### src/design/drla_pkg.sv
// ----------------------------------------------------------------------------
// drla_pkg: shared types and constants of the detent rate-limited actuator
// Q16.16 position and time types, configuration register map and reset
// values, and the bundle of configuration registers passed to the core.
// ----------------------------------------------------------------------------
package drla_pkg;

    localparam int POS_W        = 32;
    localparam int DUR_W        = 32;
    localparam int DETENT_SLOTS = 4;
    localparam int SEG_SLOTS    = DETENT_SLOTS - 1;
    localparam int SEG_W        = 2;
    localparam int CFG_IDX_W    = 3;
    localparam int CFG_DATA_W   = 32;
    localparam int DIV_STEPS    = 32;
    localparam int DIV_CNT_W    = 5;

    typedef logic signed [POS_W-1:0] pos_t;
    typedef logic        [DUR_W-1:0] dur_t;
    typedef logic        [SEG_W-1:0] seg_t;

    typedef struct packed {
        pos_t [DETENT_SLOTS-1:0] detent;
        dur_t [SEG_SLOTS:1]      seg_time;
        logic                    scale_en;
    } cfg_t;

    // Register map
    localparam logic [CFG_IDX_W-1:0] CFG_DETENT_0  = 3'd0;
    localparam logic [CFG_IDX_W-1:0] CFG_DETENT_1  = 3'd1;
    localparam logic [CFG_IDX_W-1:0] CFG_DETENT_2  = 3'd2;
    localparam logic [CFG_IDX_W-1:0] CFG_DETENT_3  = 3'd3;
    localparam logic [CFG_IDX_W-1:0] CFG_SEG_TIME_1 = 3'd4;
    localparam logic [CFG_IDX_W-1:0] CFG_SEG_TIME_2 = 3'd5;
    localparam logic [CFG_IDX_W-1:0] CFG_SEG_TIME_3 = 3'd6;
    localparam logic [CFG_IDX_W-1:0] CFG_SCALE_EN  = 3'd7;

    // Reset values: detents at 0, 1.0, 2.0, 3.0; every segment 1.0 s
    localparam pos_t DETENT_0_RST = 32'sh0000_0000;
    localparam pos_t DETENT_1_RST = 32'sh0001_0000;
    localparam pos_t DETENT_2_RST = 32'sh0002_0000;
    localparam pos_t DETENT_3_RST = 32'sh0003_0000;
    localparam dur_t SEG_TIME_RST = 32'h0001_0000;

    localparam pos_t POS_MAX = 32'sh7FFF_FFFF;
    localparam pos_t POS_MIN = 32'sh8000_0000;

endpackage

### src/design/drla_div.sv
// ----------------------------------------------------------------------------
// drla_div: iterative restoring divider
// Divides a 64-bit dividend by a 32-bit divisor, one quotient bit per cycle.
// The upper dividend half must be below the divisor, so the quotient fits.
// ----------------------------------------------------------------------------
module drla_div (
    input  logic        clk,
    input  logic        rst_n,
    input  logic        start,
    input  logic [63:0] dividend,
    input  logic [31:0] divisor,
    output logic        done,
    output logic [31:0] quot,
    output logic [31:0] rem
);
    import drla_pkg::*;

    logic                 busy_reg, busy_next;
    logic                 done_reg, done_next;
    logic [DIV_CNT_W-1:0] cnt_reg, cnt_next;
    logic [31:0]          rem_reg, rem_next;
    logic [31:0]          dq_reg, dq_next;
    logic [31:0]          dvs_reg, dvs_next;
    logic [32:0]          trial;
    logic [32:0]          diff;
    logic                 ge;

    assign trial = {rem_reg, dq_reg[31]};
    assign ge    = trial >= {1'b0, dvs_reg};
    assign diff  = trial - {1'b0, dvs_reg};

    always_comb
    begin
        busy_next = busy_reg;
        done_next = 1'b0;
        cnt_next  = cnt_reg;
        rem_next  = rem_reg;
        dq_next   = dq_reg;
        dvs_next  = dvs_reg;
        if (start)
        begin
            busy_next = 1'b1;
            cnt_next  = '0;
            rem_next  = dividend[63:32];
            dq_next   = dividend[31:0];
            dvs_next  = divisor;
        end
        else if (busy_reg)
        begin
            rem_next = ge ? diff[31:0] : trial[31:0];
            dq_next  = {dq_reg[30:0], ge};
            cnt_next = cnt_reg + 1'b1;
            if (cnt_reg == DIV_CNT_W'(DIV_STEPS - 1))
            begin
                busy_next = 1'b0;
                done_next = 1'b1;
            end
        end
    end

    always_ff @(posedge clk or negedge rst_n)
    begin
        if (!rst_n)
        begin
            busy_reg <= 1'b0;
            done_reg <= 1'b0;
            cnt_reg  <= '0;
        end
        else
        begin
            busy_reg <= busy_next;
            done_reg <= done_next;
            cnt_reg  <= cnt_next;
        end
    end

    always_ff @(posedge clk)
    begin
        rem_reg <= rem_next;
        dq_reg  <= dq_next;
        dvs_reg <= dvs_next;
    end

    assign done = done_reg;
    assign quot = dq_reg;
    assign rem  = rem_reg;

endmodule

### src/design/drla_core.sv
// ----------------------------------------------------------------------------
// drla_core: sequencer and datapath of the actuator
// Scales (if enabled) and clamps the command, then, unless in trim mode, walks
// the segments one pass at a time on a shared multiplier and the iterative divider.
// ----------------------------------------------------------------------------
module drla_core #(
    parameter int NUM_DETENTS = 4
) (
    input  logic           clk,
    input  logic           rst_n,
    input  drla_pkg::cfg_t cfg,
    input  logic           start,
    input  drla_pkg::pos_t cmd_in,
    input  drla_pkg::dur_t budget_in,
    input  logic           trim_in,
    output logic           idle,
    output logic           res_valid,
    input  logic           res_ready,
    output drla_pkg::pos_t res_pos,
    output logic           res_reached
);
    import drla_pkg::*;

    localparam int LAST     = NUM_DETENTS - 1;
    localparam int PASS_MAX = 2 * NUM_DETENTS;
    localparam int PASS_W   = $clog2(PASS_MAX + 1);

    localparam logic [3:0] S_IDLE  = 4'd0;
    localparam logic [3:0] S_SMUL  = 4'd1;
    localparam logic [3:0] S_CLAMP = 4'd2;
    localparam logic [3:0] S_PASS  = 4'd3;
    localparam logic [3:0] S_SEG   = 4'd4;
    localparam logic [3:0] S_MUL1  = 4'd5;
    localparam logic [3:0] S_MUL2  = 4'd6;
    localparam logic [3:0] S_CMP   = 4'd7;
    localparam logic [3:0] S_DIV   = 4'd8;
    localparam logic [3:0] S_DONE  = 4'd9;

    logic [3:0]        state_reg, state_next;
    pos_t              pos_reg, pos_next;
    logic [PASS_W-1:0] pass_reg, pass_next;
    pos_t              cmd_reg, cmd_next;
    dur_t              budget_reg, budget_next;
    logic              trim_reg, trim_next;
    pos_t              target_reg, target_next;
    seg_t              k_reg, k_next;
    dur_t              t_reg, t_next;
    logic [31:0]       span_reg, span_next;
    pos_t              segtgt_reg, segtgt_next;
    logic [31:0]       dist_reg, dist_next;
    logic              up_reg, up_next;
    logic [63:0]       prod_reg, prod_next;
    logic [63:0]       x_reg, x_next;
    logic              short_reg, short_next;

    logic signed [32:0] mul_a, mul_b;
    logic signed [65:0] mul_p;

    pos_t        first_det, last_det, scaled, cmd_eff, clamped;
    seg_t        k_sel;
    pos_t        lo, hi, seg_clamp;
    logic [32:0] span_d, dist_d;
    logic        short_cmp;
    logic        div_start, div_done;
    logic [63:0] div_dividend;
    logic [31:0] div_divisor, div_q, div_r;
    logic [32:0] moved, need;

    // Shared multiplier, product registered before use
    always_comb
    begin
        mul_a = '0;
        mul_b = '0;
        unique case (state_reg)
            S_SMUL:
            begin
                mul_a = {cmd_reg[31], cmd_reg};
                mul_b = {last_det[31], last_det};
            end
            S_MUL1:
            begin
                mul_a = {1'b0, dist_reg};
                mul_b = {1'b0, t_reg};
            end
            S_MUL2:
            begin
                mul_a = {1'b0, budget_reg};
                mul_b = {1'b0, span_reg};
            end
            default:
            begin
                mul_a = '0;
                mul_b = '0;
            end
        endcase
    end

    assign mul_p     = mul_a * mul_b;
    assign prod_next = mul_p[63:0];

    assign first_det = cfg.detent[0];
    assign last_det  = cfg.detent[LAST];

    // Floor shift by 16, saturate to 32 bits
    always_comb
    begin
        if ((&prod_reg[63:47]) || !(|prod_reg[63:47]))
            scaled = prod_reg[47:16];
        else
            scaled = prod_reg[63] ? POS_MIN : POS_MAX;
        cmd_eff = cfg.scale_en ? scaled : cmd_reg;
        priority if (cmd_eff < first_det)
            clamped = first_det;
        else if (cmd_eff > last_det)
            clamped = last_det;
        else
            clamped = cmd_eff;
    end

    // Segment search: stop at the first upper detent past the position
    always_comb
    begin
        logic searching;
        logic down;
        pos_t dj;
        searching = 1'b1;
        down      = target_reg < pos_reg;
        k_sel     = SEG_W'(1);
        for (int j = 1; j < NUM_DETENTS - 1; j++)
        begin
            dj = cfg.detent[j];
            if (searching && (down ? (dj < pos_reg) : (dj <= pos_reg)))
                k_sel = SEG_W'(j + 1);
            else
                searching = 1'b0;
        end
    end

    // Segment geometry
    always_comb
    begin
        lo     = cfg.detent[k_reg - 1'b1];
        hi     = cfg.detent[k_reg];
        span_d = {hi[31], hi} - {lo[31], lo};
        if (span_d[32])
            span_d = -span_d;
        priority if (target_reg < lo)
            seg_clamp = lo;
        else if (target_reg > hi)
            seg_clamp = hi;
        else
            seg_clamp = target_reg;
        dist_d = {seg_clamp[31], seg_clamp} - {pos_reg[31], pos_reg};
        if (dist_d[32])
            dist_d = -dist_d;
    end

    // budget * span below dist * time means the budget runs out in this segment
    assign short_cmp    = prod_reg < x_reg;
    assign div_start    = (state_reg == S_CMP);
    assign div_dividend = short_cmp ? prod_reg : x_reg;
    assign div_divisor  = short_cmp ? t_reg : span_reg;

    assign moved = up_reg ? ({pos_reg[31], pos_reg} + {1'b0, div_q})
                          : ({pos_reg[31], pos_reg} - {1'b0, div_q});
    assign need  = {1'b0, div_q} + {32'd0, (div_r != 32'd0)};

    drla_div u_div (
        .clk      (clk),
        .rst_n    (rst_n),
        .start    (div_start),
        .dividend (div_dividend),
        .divisor  (div_divisor),
        .done     (div_done),
        .quot     (div_q),
        .rem      (div_r)
    );

    always_comb
    begin
        state_next  = state_reg;
        pos_next    = pos_reg;
        pass_next   = pass_reg;
        cmd_next    = cmd_reg;
        budget_next = budget_reg;
        trim_next   = trim_reg;
        target_next = target_reg;
        k_next      = k_reg;
        t_next      = t_reg;
        span_next   = span_reg;
        segtgt_next = segtgt_reg;
        dist_next   = dist_reg;
        up_next     = up_reg;
        x_next      = x_reg;
        short_next  = short_reg;
        unique case (state_reg)
            S_IDLE:
            begin
                if (start)
                begin
                    cmd_next    = cmd_in;
                    budget_next = budget_in;
                    trim_next   = trim_in;
                    pass_next   = '0;
                    state_next  = cfg.scale_en ? S_SMUL : S_CLAMP;
                end
            end
            S_SMUL:
                state_next = S_CLAMP;
            S_CLAMP:
            begin
                target_next = clamped;
                if (trim_reg)
                begin
                    pos_next   = clamped;
                    state_next = S_DONE;
                end
                else
                    state_next = S_PASS;
            end
            S_PASS:
            begin
                priority if (budget_reg == '0 || pos_reg == target_reg ||
                             pass_reg == PASS_W'(PASS_MAX))
                    state_next = S_DONE;
                else if (cfg.seg_time[k_sel] == '0)
                begin
                    pos_next   = target_reg;
                    state_next = S_DONE;
                end
                else
                begin
                    k_next     = k_sel;
                    t_next     = cfg.seg_time[k_sel];
                    pass_next  = pass_reg + 1'b1;
                    state_next = S_SEG;
                end
            end
            S_SEG:
            begin
                span_next   = span_d[31:0];
                segtgt_next = seg_clamp;
                dist_next   = dist_d[31:0];
                up_next     = seg_clamp >= pos_reg;
                state_next  = (span_d[31:0] == 32'd0) ? S_DONE : S_MUL1;
            end
            S_MUL1:
                state_next = S_MUL2;
            S_MUL2:
            begin
                x_next     = prod_reg;
                state_next = S_CMP;
            end
            S_CMP:
            begin
                short_next = short_cmp;
                state_next = S_DIV;
            end
            S_DIV:
            begin
                if (div_done)
                begin
                    if (short_reg)
                    begin
                        pos_next    = moved[31:0];
                        budget_next = '0;
                    end
                    else
                    begin
                        pos_next    = segtgt_reg;
                        budget_next = budget_reg - need[31:0];
                    end
                    state_next = S_PASS;
                end
            end
            S_DONE:
            begin
                if (res_ready)
                    state_next = S_IDLE;
            end
            default:
                state_next = S_IDLE;
        endcase
    end

    always_ff @(posedge clk or negedge rst_n)
    begin
        if (!rst_n)
        begin
            state_reg <= S_IDLE;
            pos_reg   <= '0;
            pass_reg  <= '0;
        end
        else
        begin
            state_reg <= state_next;
            pos_reg   <= pos_next;
            pass_reg  <= pass_next;
        end
    end

    always_ff @(posedge clk)
    begin
        cmd_reg    <= cmd_next;
        budget_reg <= budget_next;
        trim_reg   <= trim_next;
        target_reg <= target_next;
        k_reg      <= k_next;
        t_reg      <= t_next;
        span_reg   <= span_next;
        segtgt_reg <= segtgt_next;
        dist_reg   <= dist_next;
        up_reg     <= up_next;
        prod_reg   <= prod_next;
        x_reg      <= x_next;
        short_reg  <= short_next;
    end

    assign idle        = (state_reg == S_IDLE);
    assign res_valid   = (state_reg == S_DONE);
    assign res_pos     = pos_reg;
    assign res_reached = (pos_reg == target_reg);

endmodule

### config.mk
export PLATFORM = sky130hd
export DESIGN_NAME = drla_core
export DESIGN_NICKNAME = d
export VERILOG_FILES = /design/src/design/drla_pkg.sv /design/src/design/drla_div.sv /design/src/design/drla_core.sv
export SDC_FILE = /design/constraint.sdc
export NUM_CORES = 2
export LEC_CHECK = 0
export BUFFER_PORTS_ARGS = -buffer_cell sky130_fd_sc_hd__buf_2
export CAP_MARGIN = 40
export CELL_PAD_IN_SITES_DETAIL_PLACEMENT = 2
export CELL_PAD_IN_SITES_GLOBAL_PLACEMENT = 2
export CORE_ASPECT_RATIO = 2
export CORE_MARGIN = 2
export CORE_UTILIZATION = 44
export DETAILED_ROUTE_END_ITERATION = 16
export PLACE_DENSITY = 0.88
export SLEW_MARGIN = 20
export SYNTH_ARGS = -nofsm -noshare
export SYNTH_HDL_FRONTEND = slang
export SYNTH_SLANG_ARGS = --single-unit
export TNS_END_PERCENT = 50
### constraint.sdc
create_clock -name clk -period 34.7 [get_ports clk]
set_clock_uncertainty 0.15 [all_clocks]
set_input_delay 1.735 -clock clk [delete_from_list [all_inputs] [get_ports clk]]
set_output_delay 1.735 -clock clk [all_outputs]
set_load 0.01 [all_outputs]
# Word level (Yosys, flattened, before mapping)
# Cells that the tools add are included.
# op_classes
n_reduce_logical	22
n_eq_ne	19
n_addsub	12
multipliers	1
muxes	61
bitwise	2
order_cmp	15
# ops
cell	n
2-to-1 mux 32 bit	27
case mux 33 bit (3 select lines)	2
binary-select mux 32 bit (select 2 bit)	3
< comparator 32 bit	5
zero test 32 bit	3
case mux 32 bit (3 select lines)	1
subtractor 32 bit	3
subtractor 32 x 32 -> 33 bit	2
greater-than comparator 32 bit	2
less-or-equal comparator 32 bit	2
< comparator 64 bit	1
multiplier 33 x 33 -> 64 bit	1
2-to-1 mux 64 bit	1
negation 32 bit	2
case mux 32 bit (2 select lines)	1
2-to-1 mux 4 bit	10
case mux 4 bit (10 select lines)	1
greater-or-equal comparator 33 x 32 -> 1 bit	1
adder 32 x 1 -> 32 bit	1
adder 32 bit	1
== test 32 bit	1
greater-or-equal comparator 32 bit	1
nonzero test 32 bit	1
AND reduction 17 bit	1
other kinds (27)	58
# totals
regBits	500
word_cells	154
in_bits	294

# Longest topological paths before layout
# depth
depth_word	11
depth_mapped	41
depth_no_buf	36

# By module
# Synthesis repeated with hierarchy kept, for this count alone.
# hier_totals
hier_cells	8514
hier_area_um2	78551.6
# by_module_without_submodules
module	cells_each	area_per_inst_um2	instances
drla_core	7987	72589.6	1
drla_div	527	5962.0	1

# Worst setup path after synthesis
# OpenSTA, ideal clock, no wires.
# synth_timing
path_type	reg-to-reg
start	register state_reg[3]
end	register prod_reg[62]
setup_time_ns	0.123
required_ns	34.427
period_less_slack_ns	11.832
path_buffers	6
slack_ns	22.868
t_arrival_ns	11.560
stages_incl_launch_ff	37
path_cell_list	dfrtp_1 > clkbuf_1 > nand2b_1 > nor2_1 > clkbuf_1 > buf_1 > clkbuf_1 > a22oi_1 > nand2_1 > clkbuf_1 > nand2_1 > fa_1 > fa_1 > inv_1 > fa_1 > inv_1 > fa_1 > inv_1 > fa_1 > fa_1 > fa_1 > fa_1 > ha_1 > clkbuf_1 > nand4_1 > nor2_1 > nand2_1 > o31a_1 > o21ai_0 > a21oi_1 > o21a_1 > o41ai_1 > a221o_1 > a21oi_1 > o21ai_0 > a211oi_1 > xnor2_1
# synth_via
elab_chain_len	3
elab_cells_between_ends	6
classes_between	mul (1); eq/ne (3); mux (2)
# synth_lines
element	line_no	source
from (decl)	drla_core.sv:39	logic [3:0] state_reg, state_next;
from (signal assigned)	drla_core.sv:296	state_reg <= state_next;
== test 4 x 3 -> 1 bit / == test 4 x 1 -> 1 bit (equally long branches)	drla_core.sv:74	unique case (state_reg)
case mux 33 bit (3 select lines)	drla_core.sv:74	
multiplier 33 x 33 -> 64 bit *	drla_core.sv:98	assign mul_p = mul_a * mul_b;
net mul_p[62]	drla_core.sv:57	logic signed [65:0] mul_p;
to (signal assigned)	drla_core.sv:314	prod_reg <= prod_next;
to (decl)	drla_core.sv:52	logic [63:0] prod_reg, prod_next;
# Mark *: on every way through the listed nets, which the timed path passes. The rest lies on a longest branch.
# A chain may end at the register's enable or synchronous reset.

# Worst setup path in the final report
# layout_timing
start	register state_reg[2]
end	register prod_reg[63]
# The elaborated chain is that of the path after synthesis.

==> flow_metrics.py <==
metrics = {
    "status": {
        "run_status": "finished, violations left",
        "violations": "max-capacitance violations, max-slew violations",
    },
    "place": {
        "dp_cells": 11158,
        "place_ws_ns": 22.15,
        "place_congestion": 1.106,
        "port_buffers": 328,
        "hpwl_um": 377000,
    },
    "sta": {
        "maxSlewViolCount": 2,
        "whs_ns": 0.3505,
        "setup_tns_ns": 0,
        "fin_crit_sh_pct": 39.12,
        "maxSlewHeadroom_pct": -28.78,
        "tightest_slew_ns": 1.920,
        "setup_violations": 0,
        "hold_violations": 0,
        "setup_slack_ns": 21.13,
        "post-route-min-period_ns": 13.57,
        "rsz0062_at_grt": "no",
        "max_freq_ghz": 0.07367,
    },
    "clocking": {
        "htree_levels": 2,
        "cts_hold_buf": 0,
        "cts_resized": 0,
        "cts.clk_slew.worst_paths_ns": 0.08,
        "clock_latency_ns": 0.73,
        "cts_tree": "done",
        "numCtsBuffers": 51,
        "cts_buffer_depth": 3,
        "cts.sinks": 500,
        "root_buffer": "clkbuf_16",
        "post_cts_buffers": 0,
    },
    "setup_path": {
        "end_kind": "flop",
        "cpMostUsedCell": "fa_1",
        "rr_endpoint": "prod_reg[63]",
        "worst_setup_path_start_kind": "flop",
        "rrSetupSlack_ns": 21.13,
        "rr_worst_depth": 37,
        "crit_type": "flop to flop",
        "required_ns": 35.13,
        "worstPathArrival_ns": 14.00,
        "crit_fanout": 47,
        "slowest_stage": "dfrtp_1",
        "r2r_start": "state_reg[2]",
        "cpPeakStageDelay_ns": 0.79,
    },
    "hold_path": {
        "hold_path_depth": 0,
        "whs_endpoint": "x_reg[1]",
        "holdCritStartpoint": "prod_reg[1]",
        "hold_class": "flop to flop",
    },
    "layout": {
        "syn_to_final_growth_pct": 10.05,
        "fin_nets": 11041,
        "fillers": 18980,
        "final_cell_count_no_fill": 11344,
        "drive_gt1_share_pct": 9.824,
        "utilization_pct": 48.72,
    },
    "grt": {
        "grt_pass1_vias": 87989,
        "grt_pass1_wl_um": 686300,
        "grtUsageTotal_pct": 54.79,
        "overflow": 0,
        "grt_antenna_before_repair": 83,
        "grt_max_degree": 128,
    },
    "floorplan": {
        "initial_core_util_pct": 44.27,
        "die_y_um": 599.5,
        "core_mm2": 0.1762,
        "num_rows": 218,
        "fp.dieW_um": 301.7,
        "die_area_mm2": 0.1809,
        "ios": 329,
    },
    "synth": {
        "synth_edf_count": 389,
        "synth_cells": 8620,
        "syn_area_mm2": 0.07801,
        "yosysWarningCount": 0,
        "synth_top_area_cell": "fa_1",
        "avgSynthCellArea_um2": 9.050,
        "async_flop_share_pct": 9.400,
        "ys_seq_elements": 500,
        "synth.area.top_cells": "fa_1 29%, edfxtp_1 15%, ha_1 11%, inv_1 7.0%, nand2_1 4.4%",
        "synth_ff_type": "edfxtp_1",
        "yosysMostFrequentCell": "inv_1",
        "synth_fp_nets": 10736,
        "synthDistinctLibCells": 95,
        "yosysTopAreaCellShare_pct": 29.03,
        "yosys-top-cells-count": "1,451 x inv_1, 1,131 x fa_1, 920 x nand2_1, 920 x nor2_1, 691 x ha_1",
        "yosysSeqAreaShare_pct": 18.12,
    },
    "power_and_ir_drop": {
        "power_leakage_nw": 41.09,
        "p_per_area_mw_per_mm2": 129.7,
        "peakVddDrop_mv": 0.08551,
    },
    "routing": {
        "ant_nets": 0,
        "vias": 78334,
        "wl_per_cell_um": 44.75,
        "firstDrtPassIters": 7,
        "drt_iter0_drc": 9656,
        "drc": 0,
        "drt-vias-per-instance": 6.905,
        "drt-total-wl_um": 507600,
    },
    "flow_run": {
        "cap_violations": 1,
    },
}
## final cells by class
type / instances / area [µm²] / share of cell area [%]
repair buffers: 619 / 4081 / 4.754
diodes: 66 / 165.2 / 0.1924
flip-flops and latches: 500 / 14140 / 16.47
clock buffers: 62 / 1318 / 1.535
inverters: 1453 / 5455 / 6.354
multi-input cells: 6300 / 57330 / 66.78
well taps: 2310 / 2890 / 3.367
clock inverters: 34 / 469.2 / 0.5465
## worst max-delay path by stage
stage                  from  slack, ns           end  depth (start not counted)
2_1_floorplan  state_reg[3]      22.87  prod_reg[62]                         36
3_3_place_gp   state_reg[2]      22.21  prod_reg[63]                         36
3_5_place_dp   state_reg[2]      22.15  prod_reg[63]                         38
4_1_cts        state_reg[2]      21.86  prod_reg[63]                         38
5_1_grt        state_reg[2]      21.00  prod_reg[63]                         37
6_report       state_reg[2]      21.13  prod_reg[63]                         37
## worst max-delay path, delay by kind of cell (launching register included)
family          cells  cell delay (ns)
fa+ha+maj           9             4.57
xor+xnor            1             0.27
compound gates      7             2.44
buf+inv            10             2.46
simple gates       10             2.66
flops               1             0.79
## report_power, final
group	internal, mW	total [mW]	leakage (nW)	switching (mW)
combinational	2.83	9.03	35.5	6.20
sequential	1.05	1.42	4.70	0.375
clock	0.343	0.677	0.859	0.334
## cells by family after synthesis
logic type	synth area share (%)
flops	18.12
buf+inv	8.767
simple gates	13.87
fa+ha+maj	40.11
compound gates	10.87
mux	4.955
xor+xnor	3.312
## through the flow
step	cell area, µm²	total power, mW
finish	85850	11.13
floorplan	78010	5.908
detailed placement	83600	9.398
global placement	83020	8.722
global route	85740	11.38
CTS	85390	10.35
## cells in the final DEF (no fill, tap or decap), types with 68 or more instances in the layout
cell type,count
ha_1,691
fa_1,1131
buf_4,237
nand2_1,916
nand4_1,91
a22oi_1,68
mux2_2,68
a21oi_1,439
a21o_1,153
xnor2_1,182
edfxtp_1,389
o21ai_0,264
nor3_1,70
nor2_1,910
inv_1,1451
and2_1,71
buf_2,343
xor2_1,113
mux2i_1,304
## layer usage
layer | vias up | wire [µm] | track usage [%]
li1 | 28777 | - | -
met1 | 38962 | 141600 | 48.65
met2 | 6648 | 229700 | 87.18
met3 | 3911 | 53200 | 20.47
met4 | 36 | 82550 | 67.05
met5 | - | 529 | 0.6764
Power figures use the tool's default switching activity.
